[src/rtl/tdp_pkg.sv]
// tdp_pkg: shared constants, types and codes for the tensor dimension permute core.
// No dependencies; imported by every module of the block except the generic RAM.
package tdp_pkg;

	localparam int MAX_DIMS   = 4;
	localparam int MAX_ELEMS  = 4096;
	localparam int DATA_WIDTH = 64;

	localparam int ADDR_W     = $clog2(MAX_ELEMS);
	localparam int CNT_W      = $clog2(MAX_ELEMS + 2);
	localparam int LEN_W      = 13;
	localparam int ND_W       = 3;
	localparam int PERM_W     = $clog2(MAX_DIMS);
	localparam int PERM_REG_W = 8;
	localparam int SUM_W      = CNT_W + $clog2(MAX_DIMS);
	localparam int CFG_IDX_W  = 3;
	localparam int CFG_DATA_W = 13;
	localparam int STATUS_W   = 3;
	localparam int SETTLE     = 6;
	localparam int SETTLE_W   = $clog2(SETTLE + 1);

	localparam logic [PERM_REG_W-1:0] PERM_RESET = 8'hE4;

	localparam logic OP_LOAD = 1'b0;
	localparam logic OP_READ = 1'b1;

	localparam logic [CFG_IDX_W-1:0] REG_NUM_DIMS = 3'd0;
	localparam logic [CFG_IDX_W-1:0] REG_LEN_0    = 3'd1;
	localparam logic [CFG_IDX_W-1:0] REG_LEN_1    = 3'd2;
	localparam logic [CFG_IDX_W-1:0] REG_LEN_2    = 3'd3;
	localparam logic [CFG_IDX_W-1:0] REG_LEN_3    = 3'd4;
	localparam logic [CFG_IDX_W-1:0] REG_PERM     = 3'd5;

	typedef enum logic [STATUS_W-1:0] {
		ST_OK       = 3'd0,
		ST_MISMATCH = 3'd1,
		ST_IDENTITY = 3'd2,
		ST_INVALID  = 3'd3,
		ST_NODATA   = 3'd4
	} status_t;

	typedef logic [LEN_W-1:0] len_t;
	typedef logic [CNT_W-1:0] cnt_t;

	// geometry of one load, derived from the configuration registers
	typedef struct packed {
		logic [ND_W-1:0]          nd;
		len_t [MAX_DIMS-1:0]      len;
		cnt_t [MAX_DIMS-1:0]      stride;
		cnt_t                     total;
		logic                     invalid;
		logic                     identity;
	} geom_t;

endpackage

[src/rtl/tdp_cfg.sv]
// tdp_cfg: configuration registers and the pipelined derivation of strides, total and checks.
// Depends on tdp_pkg.
module tdp_cfg (
	input  logic                              clk,
	input  logic                              arst_n,
	input  logic                              cfg_we,
	input  logic [tdp_pkg::CFG_IDX_W-1:0]     cfg_index,
	input  logic [tdp_pkg::CFG_DATA_W-1:0]    cfg_data,
	output tdp_pkg::geom_t                    geom,
	output logic                              settled
);
	import tdp_pkg::*;

	localparam cnt_t SAT = CNT_W'(MAX_ELEMS + 1);

	function automatic cnt_t sat_mul(input cnt_t a, input len_t b);
		logic [CNT_W+LEN_W-1:0] prod;
		prod = (CNT_W+LEN_W)'(a) * (CNT_W+LEN_W)'(b);
		return (prod > (CNT_W+LEN_W)'(SAT)) ? SAT : prod[CNT_W-1:0];
	endfunction

	logic [ND_W-1:0]       nd_raw_q;
	len_t [MAX_DIMS-1:0]   len_q;
	logic [PERM_REG_W-1:0] perm_q;
	logic [SETTLE_W-1:0]   settle_q;

	// derived stages
	logic [ND_W-1:0]       nd_q;
	len_t [MAX_DIMS-1:0]   leneff_q;
	logic                  invalid_q;
	logic                  identity_q;
	cnt_t [MAX_DIMS-1:0]   prod_q;
	cnt_t [MAX_DIMS-1:0]   stride_q;

	logic [ND_W-1:0]       nd_c;
	len_t [MAX_DIMS-1:0]   leneff_c;
	logic                  invalid_c;
	logic                  identity_c;
	logic [PERM_W-1:0]     fld;
	cnt_t [MAX_DIMS:0]     pp;
	cnt_t [MAX_DIMS-1:0]   stride_c;

	always_ff @(posedge clk or negedge arst_n) begin
		if (!arst_n) begin
			nd_raw_q <= ND_W'(1);
			len_q    <= {MAX_DIMS{LEN_W'(1)}};
			perm_q   <= PERM_RESET;
			settle_q <= SETTLE_W'(SETTLE);
		end else begin
			if (cfg_we) begin
				settle_q <= SETTLE_W'(SETTLE);
				unique case (cfg_index)
					REG_NUM_DIMS: nd_raw_q <= cfg_data[ND_W-1:0];
					REG_LEN_0:    len_q[0] <= cfg_data[LEN_W-1:0];
					REG_LEN_1:    len_q[1] <= cfg_data[LEN_W-1:0];
					REG_LEN_2:    len_q[2] <= cfg_data[LEN_W-1:0];
					REG_LEN_3:    len_q[3] <= cfg_data[LEN_W-1:0];
					REG_PERM:     perm_q   <= cfg_data[PERM_REG_W-1:0];
					default: ;
				endcase
			end else if (settle_q != '0) begin
				settle_q <= settle_q - SETTLE_W'(1);
			end
		end
	end

	always_comb begin
		if (nd_raw_q == '0) begin
			nd_c = ND_W'(1);
		end else if (nd_raw_q > ND_W'(MAX_DIMS)) begin
			nd_c = ND_W'(MAX_DIMS);
		end else begin
			nd_c = nd_raw_q;
		end
		invalid_c  = 1'b0;
		identity_c = 1'b1;
		leneff_c   = '0;
		fld        = '0;
		for (int p = 0; p < MAX_DIMS; p++) begin
			fld = perm_q[PERM_W*p +: PERM_W];
			leneff_c[p] = LEN_W'(1);
			if (ND_W'(p) < nd_c) begin
				leneff_c[p] = len_q[fld];
				if (ND_W'(fld) >= nd_c) invalid_c = 1'b1;
				if (fld != PERM_W'(p)) identity_c = 1'b0;
				for (int q = 0; q < p; q++) begin
					if (perm_q[PERM_W*q +: PERM_W] == fld) invalid_c = 1'b1;
				end
			end
		end
	end

	// stride of a source dimension: product of the lengths placed after it
	always_comb begin
		pp           = '0;
		pp[MAX_DIMS] = CNT_W'(1);
		for (int p = 0; p < MAX_DIMS; p++) begin
			pp[p] = prod_q[p];
		end
		stride_c = '0;
		for (int s = 0; s < MAX_DIMS; s++) begin
			for (int p = MAX_DIMS - 1; p >= 0; p--) begin
				if (ND_W'(p) < nd_q && perm_q[PERM_W*p +: PERM_W] == PERM_W'(s)) begin
					stride_c[s] = pp[p+1];
				end
			end
		end
	end

	always_ff @(posedge clk) begin
		nd_q       <= nd_c;
		leneff_q   <= leneff_c;
		invalid_q  <= invalid_c;
		identity_q <= identity_c;
		prod_q[MAX_DIMS-1] <= sat_mul(CNT_W'(1), leneff_q[MAX_DIMS-1]);
		for (int p = 0; p < MAX_DIMS - 1; p++) begin
			prod_q[p] <= sat_mul(prod_q[p+1], leneff_q[p]);
		end
		stride_q   <= stride_c;
	end

	assign settled = (settle_q == '0);

	always_comb begin
		geom.nd       = nd_q;
		geom.len      = len_q;
		geom.stride   = stride_q;
		geom.total    = prod_q[0];
		geom.invalid  = invalid_q;
		geom.identity = identity_q;
	end

endmodule

[config.mk]
export PLATFORM = sky130hd
export DESIGN_NAME = tdp_cfg
export DESIGN_NICKNAME = d
export VERILOG_FILES = /design/src/rtl/tdp_pkg.sv /design/src/rtl/tdp_cfg.sv
export SDC_FILE = /design/constraint.sdc
export NUM_CORES = 2
export LEC_CHECK = 0
export ABC_AREA = 1
export BUFFER_PORTS_ARGS = -buffer_cell sky130_fd_sc_hd__buf_2
export CAP_MARGIN = 15
export CORE_ASPECT_RATIO = 0.75
export CORE_UTILIZATION = 45
export CTS_BUF_LIST = sky130_fd_sc_hd__clkbuf_4 sky130_fd_sc_hd__clkbuf_8
export DETAILED_ROUTE_END_ITERATION = 6
export PLACE_DENSITY = 0.58
export SETUP_SLACK_MARGIN = 0.1
export SYNTH_ARGS = -nofsm -noshare
export SYNTH_HDL_FRONTEND = slang
export SYNTH_SLANG_ARGS = --single-unit
[constraint.sdc]
create_clock -name clk -period 11.6 [get_ports clk]
set_input_delay 1.16 -clock clk [delete_from_list [all_inputs] [get_ports clk]]
set_output_delay 1.16 -clock clk [all_outputs]
set_load 0.02 [all_outputs]
==> impl_metrics.csv <==
group,metric,value,unit
finish,fill_cells,6143,
finish,area_growth,7.13,%
detailed_routing,vias_per_cell,5.05,
finish,drive_above_1_share,0.0748,
run_status,failed_checks,"design-rule violations",
finish,final_net_count,4400,
power,clkPwrFrac,0.158,
synthesis,synth.yosys.seq_area_share,0.177,
clocking,post_cts_buffers,0,
power,combPwrFrac,0.555,
clocking,insertion_delay,0.63,ns
timing,setup_tns,0,ns
global_routing,grt_pass1_vias,23094,
synthesis,synth_most_common_cell,"inv_1",
worst_setup_path,critPathCaptureType,"flip-flop",
power,leakage,16.8,nW
worst_setup_path,r2r_start,"pp[43]",
clocking,cts_tree,"done",
detailed_routing,ant_nets,0,
clocking,cts_hold_buf,0,
timing,drv_slew,0,
power,p_int,0.00237,W
worst_setup_path,required,12.13,ns
detailed_routing,dr.pass1.iters,7,
timing,finClkSkew,0.0940,ns
detailed_routing,drt_iter0_markers,2135,
global_routing,antenna_found_initial,7,
synthesis,ys_seq_elements,227,
worst_setup_path,cp-start-kind,"flip-flop",
timing,max_freq,160,MHz
detailed_routing,vias,23354,
floorplanning,io_pins,142,
power,power.density,170,nW/um^2
synthesis,synth.cell_area,27600,sq um
global_routing,globalRoute.totalOverflow,0,
clocking,cts_resized,0,
timing,slew-limit-headroom,0.232,
worst_setup_path,cp_max_fo,14,
timing,worst_pin_slew,1.15,ns
synthesis,yosys_warnings,0,
clocking,cts.reportedPaths.clkPinSlew,0.07,ns
worst_setup_path,cp_data_arrival_time,6.78,ns
detailed_routing,wire_per_inst,17.3,um
timing,setup_viol,0,
floorplanning,start_util,0.456,
synthesis,synth_top_area_frac,0.263,
floorplanning,die_area,62400,sq um
synthesis,synth-edff-count,0,
timing,rsz0062_at_grt,"no",
global_routing,track_usage,0.268,
clocking,ctsHtreeMaxLevel,2,
power,ir_drop,0.000115,V
synthesis,synth.avg_cell_area,7.33,sq um
detailed_routing,drc,47,
min_path,worstHoldPathCells,0,
global_routing,grt_first_pass_wirelength,131000,um
placement,gp_congestion,0.895,
worst_setup_path,critical_path_class,"flip-flop to flip-flop",
run_status,run_status,"finished with violations",
power,p_sw_frac,0.529,
min_path,hp-start,"leneff_q[51]",
power,p_total,0.00504,W
synthesis,synth_cells,3768,
worst_setup_path,reg2reg_slack,5.35,ns
floorplanning,chipHeight,217,um
timing,finalCritPeriodShare,0.539,
synthesis,ys_async_sr_fraction,0.291,
synthesis,synth_fp_nets,4371,
placement,io_buffer_count,141,
placement,hpwlAfterDp,63900,um
synthesis,synth_common_cells,"inv_1, nand2_1, fa_1, ha_1, nor2_1",
clocking,cts_sinks,227,
floorplanning,rows,78,
synthesis,synth_cell_types,51,
power,switching_power,0.00266,W
timing,fin_crit,6.25,ns
global_routing,grt_start_max_net_pins,67,
detailed_routing,routed_wl,80200,um
worst_setup_path,r2r_end,"pp[32]",
run,cap_violations,0,
clocking,cts_max_path_buffers,3,
min_path,hold_path_class,"flip-flop to flip-flop",
min_path,min_to,"pp[51]",
floorplanning,die_w,288,um
timing,hold_viol,0,
floorplanning,coreArea,60500,sq um
power,seqPwrFrac,0.287,
clocking,cts-root-buf,"clkbuf_8",
synthesis,ys.flop_type,"dfxtp_1",
synthesis,synth_area_leaders,"fa_1, inv_1, nand2_1",
clocking,cts_buffers,38,
synthesis,synth_top_area_cell,"fa_1",
worst_setup_path,reg2reg_depth,20,
## critical path, stage by stage (launching register included)
cell and delay [ns]:
dfxtp_1 0.79, nand2_1 0.17, fa_1 0.58, inv_1 0.05, fa_1 0.46, fa_1 0.52
fa_1 0.54, inv_1 0.05, fa_1 0.52, inv_1 0.04, ha_1 0.35, nand2_1 0.11
nor2_1 0.19, nand3_1 0.16, nand4_1 0.13, nand2_1 0.05, a21oi_1 0.23, nand3_1 0.14
nor2_1 0.13, nand4_1 0.63, nor2_2 0.27
## cell type report
type                    count  area, sq um  area share
diodes                      1         2.50   0.0000846
repair buffers            157          830      0.0280
multi-input cells        2366        18200       0.616
flip-flops and latches    227         4890       0.165
well taps                 800         1000      0.0338
clock buffers              58          736      0.0249
inverters                1007         3780       0.128
clock inverters            11          110     0.00372
## stage by stage
stage,utilization,hold WS [ns],instances,instance area [sq um],setup WS [ns]
floorplan,-,0.393,3768,27600,6.41
global placement,0.475,0.378,4556,28700,5.45
detailed placement,0.475,0.371,4556,28700,5.42
CTS,0.489,0.380,4625,29600,5.41
global route,0.489,0.394,4626,29600,4.98
finish,0.489,0.381,4627,29600,5.35
## worst max path at each step
stage / from / to / slack [ns] / cells after the start
2_1_floorplan: pp[32] / pp[18] / 6.41 / 24
3_3_place_gp: pp[43] / pp[27] / 5.45 / 20
3_5_place_dp: pp[44] / pp[27] / 5.42 / 20
4_1_cts: pp[44] / pp[35] / 5.41 / 20
5_1_grt: pp[46] / pp[35] / 4.98 / 24
6_report: pp[43] / pp[32] / 5.35 / 20
## layout by cell type (no fill, tap or decap), types with 83 or more instances in the layout
cell / instances
a21oi_1: 83
nand2_1: 979
fa_1: 363
buf_2: 141
dfxtp_1: 161
nor2_1: 170
o21ai_0: 136
inv_1: 1003
nand3_1: 90
ha_1: 221
## per-layer routing
metal / GRT usage / routed length [um] / up-vias
met5: 0 / 40 / -
met4: 0.0529 / 1520 / 2
met3: 0.0563 / 7300 / 85
met2: 0.375 / 31300 / 902
met1: 0.418 / 40100 / 11031
li1: - / - / 11334
## cell families (layout without fill, tap and decap cells)
family,Yosys count,count (layout),share of synthesized area
buffers and inverters,1175,1233,0.163
other,0,1,0
and+or+nand+nor,1358,1358,0.200
xor gates and xnor gates,24,24,0.00788
DFF,227,227,0.177
AOI/OAI and AO/OA,400,400,0.0889
adders and majority gates,584,584,0.363
## registers in the layout, indices dropped and copies added (netlist names)
name        cells
geom          117
leneff_q       52
pp             39
perm_q          8
nd_q            3
nd_raw_q        3
settle_q        3
identity_q      1
invalid_q       1
## power groups by stage
stage                     logic [W]  registers, W  clock network, W
after floorplan             0.00212       0.00119                 0
after global placement      0.00276       0.00145                 0
after detailed placement    0.00278       0.00145                 0
after CTS                   0.00279       0.00143          0.000807
after global routing        0.00321       0.00147          0.000844
final                       0.00279       0.00145          0.000795
No activity file was read; power rests on OpenSTA's default activity.
