## src/rtl/tdp_pkg.sv

```systemverilog
// tdp_pkg: shared constants, types and codes for the tensor dimension permute core.
// No dependencies; imported by every module of the block except the generic RAM.
package tdp_pkg;

	localparam int MAX_DIMS   = 4;
	localparam int MAX_ELEMS  = 4096;
	localparam int DATA_WIDTH = 64;

	localparam int ADDR_W     = $clog2(MAX_ELEMS);
	localparam int CNT_W      = $clog2(MAX_ELEMS + 2);
	localparam int LEN_W      = 13;
	localparam int ND_W       = 3;
	localparam int PERM_W     = $clog2(MAX_DIMS);
	localparam int PERM_REG_W = 8;
	localparam int SUM_W      = CNT_W + $clog2(MAX_DIMS);
	localparam int CFG_IDX_W  = 3;
	localparam int CFG_DATA_W = 13;
	localparam int STATUS_W   = 3;
	localparam int SETTLE     = 6;
	localparam int SETTLE_W   = $clog2(SETTLE + 1);

	localparam logic [PERM_REG_W-1:0] PERM_RESET = 8'hE4;

	localparam logic OP_LOAD = 1'b0;
	localparam logic OP_READ = 1'b1;

	localparam logic [CFG_IDX_W-1:0] REG_NUM_DIMS = 3'd0;
	localparam logic [CFG_IDX_W-1:0] REG_LEN_0    = 3'd1;
	localparam logic [CFG_IDX_W-1:0] REG_LEN_1    = 3'd2;
	localparam logic [CFG_IDX_W-1:0] REG_LEN_2    = 3'd3;
	localparam logic [CFG_IDX_W-1:0] REG_LEN_3    = 3'd4;
	localparam logic [CFG_IDX_W-1:0] REG_PERM     = 3'd5;

	typedef enum logic [STATUS_W-1:0] {
		ST_OK       = 3'd0,
		ST_MISMATCH = 3'd1,
		ST_IDENTITY = 3'd2,
		ST_INVALID  = 3'd3,
		ST_NODATA   = 3'd4
	} status_t;

	typedef logic [LEN_W-1:0] len_t;
	typedef logic [CNT_W-1:0] cnt_t;

	// geometry of one load, derived from the configuration registers
	typedef struct packed {
		logic [ND_W-1:0]          nd;
		len_t [MAX_DIMS-1:0]      len;
		cnt_t [MAX_DIMS-1:0]      stride;
		cnt_t                     total;
		logic                     invalid;
		logic                     identity;
	} geom_t;

endpackage

```

## src/rtl/tdp_addr_gen.sv

```systemverilog
// tdp_addr_gen: mixed-radix source index counter with per-dimension stride terms.
// Depends on tdp_pkg.
module tdp_addr_gen (
	input  logic                   clk,
	input  logic                   arst_n,
	input  logic                   step,
	input  logic                   fresh,
	input  tdp_pkg::geom_t         geom,
	output logic [tdp_pkg::SUM_W-1:0] addr
);
	import tdp_pkg::*;

	len_t [MAX_DIMS-1:0] idx_q;
	cnt_t [MAX_DIMS-1:0] term_q;

	len_t [MAX_DIMS-1:0] idx_cur;
	cnt_t [MAX_DIMS-1:0] term_cur;
	logic [MAX_DIMS-1:0] wrap;
	logic [MAX_DIMS-1:0] inc;
	logic                carry;
	len_t [MAX_DIMS-1:0] idx_nxt;
	cnt_t [MAX_DIMS-1:0] term_nxt;

	always_comb begin
		idx_cur  = fresh ? '0 : idx_q;
		term_cur = fresh ? '0 : term_q;
		addr     = '0;
		for (int d = 0; d < MAX_DIMS; d++) begin
			addr = addr + SUM_W'(term_cur[d]);
			wrap[d] = ({1'b0, idx_cur[d]} + (LEN_W+1)'(1)) >= {1'b0, geom.len[d]};
		end
		// innermost dimension in use always counts; carries ripple outwards
		carry = 1'b1;
		inc   = '0;
		for (int d = MAX_DIMS - 1; d >= 0; d--) begin
			if (ND_W'(d) < geom.nd) begin
				inc[d] = carry;
				carry  = carry & wrap[d];
			end
		end
		idx_nxt  = idx_cur;
		term_nxt = term_cur;
		for (int d = 0; d < MAX_DIMS; d++) begin
			if (inc[d]) begin
				if (wrap[d]) begin
					idx_nxt[d]  = '0;
					term_nxt[d] = '0;
				end else begin
					idx_nxt[d]  = idx_cur[d] + LEN_W'(1);
					term_nxt[d] = term_cur[d] + geom.stride[d];
				end
			end
		end
	end

	always_ff @(posedge clk or negedge arst_n) begin
		if (!arst_n) begin
			idx_q  <= '0;
			term_q <= '0;
		end else if (step) begin
			idx_q  <= idx_nxt;
			term_q <= term_nxt;
		end
	end

endmodule

```

## config.mk

```make
export PLATFORM = sky130hd
export DESIGN_NAME = tdp_addr_gen
export DESIGN_NICKNAME = d
export VERILOG_FILES = /design/src/rtl/tdp_pkg.sv /design/src/rtl/tdp_addr_gen.sv
export SDC_FILE = /design/constraint.sdc
export NUM_CORES = 1
export LEC_CHECK = 0
export ABC_AREA = 1
export BUFFER_PORTS_ARGS = -buffer_cell sky130_fd_sc_hd__buf_2
export CORE_MARGIN = 1
export CORE_UTILIZATION = 45
export CTS_CLUSTER_SIZE = 25
export DETAILED_ROUTE_END_ITERATION = 7
export PLACE_DENSITY = 0.64
export SETUP_SLACK_MARGIN = 0.05
export SLEW_MARGIN = 15
export SYNTH_ARGS = -nofsm -noshare
export SYNTH_HDL_FRONTEND = slang
export SYNTH_SLANG_ARGS = --single-unit
```

## constraint.sdc

```tcl
create_clock -name clk -period 7.15 [get_ports clk]
set_clock_uncertainty 0.1 [all_clocks]
set_input_delay 0.3575 -clock clk [delete_from_list [all_inputs] [get_ports clk]]
set_output_delay 0.3575 -clock clk [all_outputs]
set_load 0.1 [all_outputs]
```

==> impl_metrics.env, run 1 <==
export IMPL_fin_tns_setup_ns=0
export IMPL_relSlewSlack_pct=30.8
export IMPL_nets=2054
export IMPL_fmax_ghz=0.192
export IMPL_cts_setup_buffers=0
export IMPL_die_height_um=163
export IMPL_setup_viol=0
export IMPL_grt_pass1_wl_um=50700
export IMPL_drc=0
export IMPL_slew_violations=0
export IMPL_fin_cells=2116
export IMPL_dpl_hpwl_um=22500
export IMPL_cap_viol_max_count=0
export IMPL_synth_xor_area_share_pct=5.03
export IMPL_cts_resized=0
export IMPL_grt_pass1_vias=10392
export IMPL_cp_start_kind="input pin"
export IMPL_wirelength_um=30300
export IMPL_fin_crit_ns=5.20
export IMPL_grt_util_all_layers_pct=24.0
export IMPL_hold_path_class="in2reg"
export IMPL_htreeDepth=3
export IMPL_vias=10940
export IMPL_synth_area_top_cells="dfrtp_1, ha_1, nand2_1, inv_1, nand3_1"
export IMPL_rsz0062_at_grt="no"
export IMPL_numPortBuffers=125
export IMPL_synthCells=1697
export IMPL_period_share_pct=72.8
export IMPL_hold_viol=0
export IMPL_die_x_um=163
export IMPL_final_common_cell="nand2_1"
export IMPL_gp_congestion=0.863
export IMPL_synth_yosys_seq_area_share_pct=22.3
export IMPL_ys_types=49
export IMPL_grt_max_degree=72
export IMPL_layout_drive_gt1_share_pct=13.0
export IMPL_cts_clk_slew_worst_paths_ns=0.07
export IMPL_cts_max_path_buffers=2
export IMPL_whs_path_depth=4
export IMPL_synth_top_family_by_area="simple AND/OR/NAND/NOR gates"
export IMPL_status="completed"
export IMPL_ys_warn_count=0
export IMPL_dr_pass1_iters=7
export IMPL_yosys_area_top_type_share_pct=22.3
export IMPL_reg2regPathDepth=27
export IMPL_criticalPathCategory="in2out"
export IMPL_numCtsBuffers=9
export IMPL_fp_row_count=58
export IMPL_synth_mux_area_share_pct=0.0965
export IMPL_powerDensity_mw_per_mm2=237
export IMPL_timing_hold_ws_ns=0.299
export IMPL_synth_area_sq_mm=0.0117
export IMPL_die_area_sq_mm=0.0266
export IMPL_ant_nets=0
export IMPL_leakagePower_nw=7.12
export IMPL_synth_top_cell_by_area="dfrtp_1"
export IMPL_layout_common_cells="nand2_1, inv_1, nand3_1"
export IMPL_via_per_inst=5.17
export IMPL_cp_max_fo=33
export IMPL_vdd_ir_drop_max_mv=0.429
export IMPL_syn_nets=1969
export IMPL_synth_avg_cell_area_sq_um=6.87
export IMPL_cts_root_buf="clkbuf_16"
export IMPL_critPathArrivalTime_ns=4.74
export IMPL_synth_compound_area_share_pct=13.3
export IMPL_core_area_sq_mm=0.0253
export IMPL_synthAdderAreaFrac_pct=17.6
export IMPL_fillers=2606
export IMPL_hold_buffers=1
export IMPL_post_place_cells=2100
export IMPL_grt_ovfl_total=0
export IMPL_cts_sinks=104
export IMPL_antenna_found_initial=0
export IMPL_initial_core_util_pct=46.1
export IMPL_worstMarginPinSlew_ns=1.04
export IMPL_dr_first_iter_drc_count=723
export IMPL_crit_path_end_kind="output port"
export IMPL_cts_tree="yes"
export IMPL_area_growth_pct=9.16
export IMPL_synthSimpleGateAreaFrac_pct=29.4
export IMPL_total_power_w=0.00302
export IMPL_ioPinCount=141
export IMPL_wl_per_cell_um=14.3
export IMPL_ys_ff_latch=104
export IMPL_clk_latency_ns=0.36
export IMPL_antenna_cells=0
export IMPL_cp_required_ns=6.69
-- routing by layer --
metal	vias up	routed length [um]	GRT usage, %
met2	279	13700	39.1
met5	-	0	0
met3	28	1450	2.56
li1	5651	-	-
met4	0	660	7.26
met1	4982	14400	33.4
-- stage by stage --
step	setup slack, ns	util, %	cell area, sq um
3_5_place_dp	1.95	49.0	12400
5_1_grt	1.64	50.3	12700
6_report	1.95	50.3	12700
3_3_place_gp	1.95	49.0	12400
2_1_floorplan	1.37	-	11700
4_1_cts	1.93	50.3	12700
-- synthesized netlist by cell type, drive strengths merged --
cell / number
nand2: 375
inv: 281
nor2: 176
nand3: 168
a21oi: 139
ha: 116
dfrtp: 104
o21ai: 45
xor2: 43
buf: 34
fa: 30
clkbuf: 26
xnor2: 24
a22oi: 23
a31oi: 22
nand4: 22
nor3: 19
or2: 10
o22ai: 9
o21bai: 7
a21o: 6
nor4: 4
o211ai: 3
a211oi: 2
and2: 2
o21a: 2
and3: 1
clkinv: 1
mux2: 1
nand3b: 1
o22a: 1
-- state kept, by name, summed over array words and instances (netlist names) --
signal,count
idx_q,52
term_q,52
-- kinds of logic (layout without fill, tap and decap cells) --
| family | after synthesis | count (layout) |
|---|---|---|
| AND/OR/NAND/NOR | 778 | 778 |
| buffers and inverters | 342 | 431 |
| AO/OA/AOI/OAI | 259 | 259 |
| adder cells (fa/ha/maj) | 146 | 146 |
| flip-flops | 104 | 104 |
| XOR/XNOR | 67 | 67 |
| multiplexers | 1 | 1 |
-- area by class of cell --
type                       instances  area, sq um  area share (%)
timing repair buffer             134          701            5.50
inverter                         282         1060            8.32
clock inverter                     3         65.1           0.511
multi-input combinational       1251         7640            60.0
sequential                       104         2600            20.4
tap                              330          413            3.24
clock buffer                      12          256            2.01
-- where the power goes --
part	total (W)	switching (W)	leakage [nW]	internal, W
registers	0.000723	0.0000485	1.29	0.000674
logic	0.00174	0.00127	5.67	0.000463
clock network	0.000556	0.000232	0.159	0.000324
-- worst max-delay path: stages --
cell and delay (ns):
buf_2 0.26, inv_2 0.61, nand2_1 0.16, inv_1 0.29, fa_1 0.48, fa_1 0.56, ha_1 0.16, inv_1 0.05
fa_1 0.39, nand3b_1 0.16, and2_1 0.18, inv_1 0.10, a21o_1 0.15, a31oi_1 0.10, xnor2_1 0.22, buf_2 0.47
-- path summary, 6_finish.rpt --
check                                    endpoint  slack [ns]             startpoint
min reg2reg                 term_q[4]$_DFFE_PN0P_        0.38  term_q[4]$_DFFE_PN0P_
min                        term_q[39]$_DFFE_PN0P_        0.30               geom[54]
min in group asynchronous   term_q[2]$_DFFE_PN0P_        0.43                 arst_n
max reg2reg                term_q[14]$_DFFE_PN0P_        3.00  idx_q[40]$_DFFE_PN0P_
max in group asynchronous  term_q[30]$_DFFE_PN0P_        5.20                 arst_n
max                                      addr[11]        1.95                  fresh
No activity file was read; power rests on OpenSTA's default activity.
==> inputs of run 2 (changes only) <==
--- a/config.mk
+++ b/config.mk
@@ -11,7 +11,7 @@
 export CORE_UTILIZATION = 45
 export CTS_CLUSTER_SIZE = 25
 export DETAILED_ROUTE_END_ITERATION = 7
-export PLACE_DENSITY = 0.64
+export PLACE_DENSITY = 0.67
 export SETUP_SLACK_MARGIN = 0.05
 export SLEW_MARGIN = 15
 export SYNTH_ARGS = -nofsm -noshare
==> constraint.sdc (replaced) <==
create_clock -name clk -period 4.7 [get_ports clk]
set_clock_uncertainty 0.1 [all_clocks]
set_input_delay 0.235 -clock clk [delete_from_list [all_inputs] [get_ports clk]]
set_output_delay 0.235 -clock clk [all_outputs]
set_load 0.1 [all_outputs]
==> impl_metrics.env, run 2 (same netlist as run 1, synthesis figures left out) <==
export IMPL_pre_cts_slack_ns=0.390
export IMPL_cts_max_path_buffers=2
export IMPL_cp_cell_sequence="inv_1 > nor2_1 > fa_1 > fa_1 > ha_1 > nand2_1 > inv_1 > nand4_1 > o211ai_1 > nand2_1 > nand2_1 > a21oi_1 > o21ai_1 > nand3_1 > nand2_1 > buf_12"
export IMPL_cts_setup_buffers=0
export IMPL_slew_violations=0
export IMPL_cts_tree="yes"
export IMPL_reg_largest_list="idx_q x52, term_q x52"
export IMPL_ant_nets=0
export IMPL_initial_core_util_pct=46.1
export IMPL_die_height_um=163
export IMPL_grt_ovfl_total=0
export IMPL_antenna_found_initial=0
export IMPL_vdd_ir_drop_max_mv=0.840
export IMPL_cp_max_fo=4
export IMPL_setup_viol=0
export IMPL_rr_endpoint="idx_q[25]$_DFFE_PN0P_"
export IMPL_die_area_sq_mm=0.0266
export IMPL_criticalPathCategory="reg2out"
export IMPL_crit_end="addr[14]"
export IMPL_area_growth_pct=12.7
export IMPL_leakagePower_nw=7.27
export IMPL_status="completed"
export IMPL_slowest_delay_ns=0.53
export IMPL_period_share_pct=92.7
export IMPL_numCtsBuffers=9
export IMPL_drc=0
export IMPL_final_common_cell="nand2_1"
export IMPL_fmax_ghz=0.230
export IMPL_grt_pass1_wl_um=50000
export IMPL_grt_max_degree=96
export IMPL_ioPinCount=141
export IMPL_antenna_cells=0
export IMPL_cp_required_ns=4.37
export IMPL_critPathArrivalTime_ns=4.02
export IMPL_nets=2060
export IMPL_dpl_hpwl_um=22800
export IMPL_vias=11148
export IMPL_fin_crit_ns=4.36
export IMPL_core_area_sq_mm=0.0253
export IMPL_hold_path_class="in2reg"
export IMPL_layout_common_cells="nand2_1, inv_1, nand3_1"
export IMPL_cpMaxStageDelayCell="fa_1"
export IMPL_r2r_start="idx_q[40]$_DFFE_PN0P_"
export IMPL_cp_start_kind="register"
export IMPL_final_core_util_pct=51.9
export IMPL_fp_row_count=58
export IMPL_cp_depth=16
export IMPL_powerDensity_mw_per_mm2=395
export IMPL_path_delay_family="adder cells"
export IMPL_numPortBuffers=125
export IMPL_gp_congestion=0.884
export IMPL_htreeDepth=3
export IMPL_crit_buf_inv=3
export IMPL_cts_sinks=104
export IMPL_cts_root_buf="clkbuf_16"
export IMPL_worstMarginPinSlew_ns=1.06
export IMPL_crit_path_end_kind="output port"
export IMPL_grt_pass1_vias=10367
export IMPL_reg2regPathDepth=26
export IMPL_grt_util_all_layers_pct=23.5
export IMPL_cts_clk_slew_worst_paths_ns=0.07
export IMPL_rrSetupSlack_ns=0.81
export IMPL_relSlewSlack_pct=29.3
export IMPL_layout_drive_gt1_share_pct=14.0
export IMPL_timing_final_ws_setup_ns=0.343
export IMPL_wl_per_cell_um=14.3
export IMPL_clk_latency_ns=0.35
export IMPL_die_x_um=163
export IMPL_dr_pass1_iters=5
export IMPL_cp_startpoint="term_q[33]$_DFFE_PN0P_"
export IMPL_wirelength_um=30400
export IMPL_via_per_inst=5.25
export IMPL_rsz0062_at_grt="no"
export IMPL_crit_path_frequent_cell="nand2_1"
export IMPL_hold_viol=0
export IMPL_cap_viol_max_count=0
export IMPL_dr_first_iter_drc_count=869
-- run 2: repair_timing --
| item | CTS | global route |
|---|---|---|
| setup endpoints to repair | 0 | 1 |
| hold buffers | 1 | 0 |
| hold endpoints to repair | 64 | 0 |
| gates resized for setup | 0 | 1 |
-- run 2: worst min path at each step --
stage          startpoint                     to  slack, ns  depth (start not counted)
2_1_floorplan      arst_n   idx_q[0]$_DFFE_PN0P_      -0.16                          0
3_3_place_gp       arst_n  term_q[3]$_DFFE_PN0P_       0.32                          1
3_5_place_dp       arst_n  term_q[3]$_DFFE_PN0P_       0.33                          1
4_1_cts              step  idx_q[26]$_DFFE_PN0P_       0.12                          2
5_1_grt              step  idx_q[26]$_DFFE_PN0P_       0.14                          2
6_report             step  idx_q[26]$_DFFE_PN0P_       0.13                          2
-- run 2: layout make-up --
class	instances	area, sq um
fillers	2465	12200
inverters	282	1060
repair buffers	140	968
well taps	330	413
clock buffers	11	253
flip-flops and latches	104	2600
clock inverters	5	103
multi-input cells	1251	7750
-- run 2: where the power goes --
group          switching (W)  leakage, nW  internal, W
clock               0.000358        0.172     0.000550
combinational        0.00205         5.80      0.00113
sequential         0.0000773         1.29      0.00103
-- run 2: layer usage --
metal / vias up / global-route usage [%] / part of all wire (%)
li1: 5656 / - / -
met1: 5138 / 33.8 / 48
met2: 327 / 37.8 / 45
met3: 27 / 1.68 / 5.2
met4: 0 / 6.58 / 1.8
met5: - / 0 / 0
-- run 2: through the flow --
stage	hold WS, ns	total power, W	instances	TNS (ns)	area [sq um]
after floorplan	-0.161	0.00338	1697	-0.682	11800
after global placement	0.322	0.00425	2106	0	12800
after detailed placement	0.333	0.00428	2106	0	12800
after CTS	0.119	0.00521	2123	0	13100
after global routing	0.140	0.00551	2123	0	13200
final	0.126	0.00519	2123	0	13200
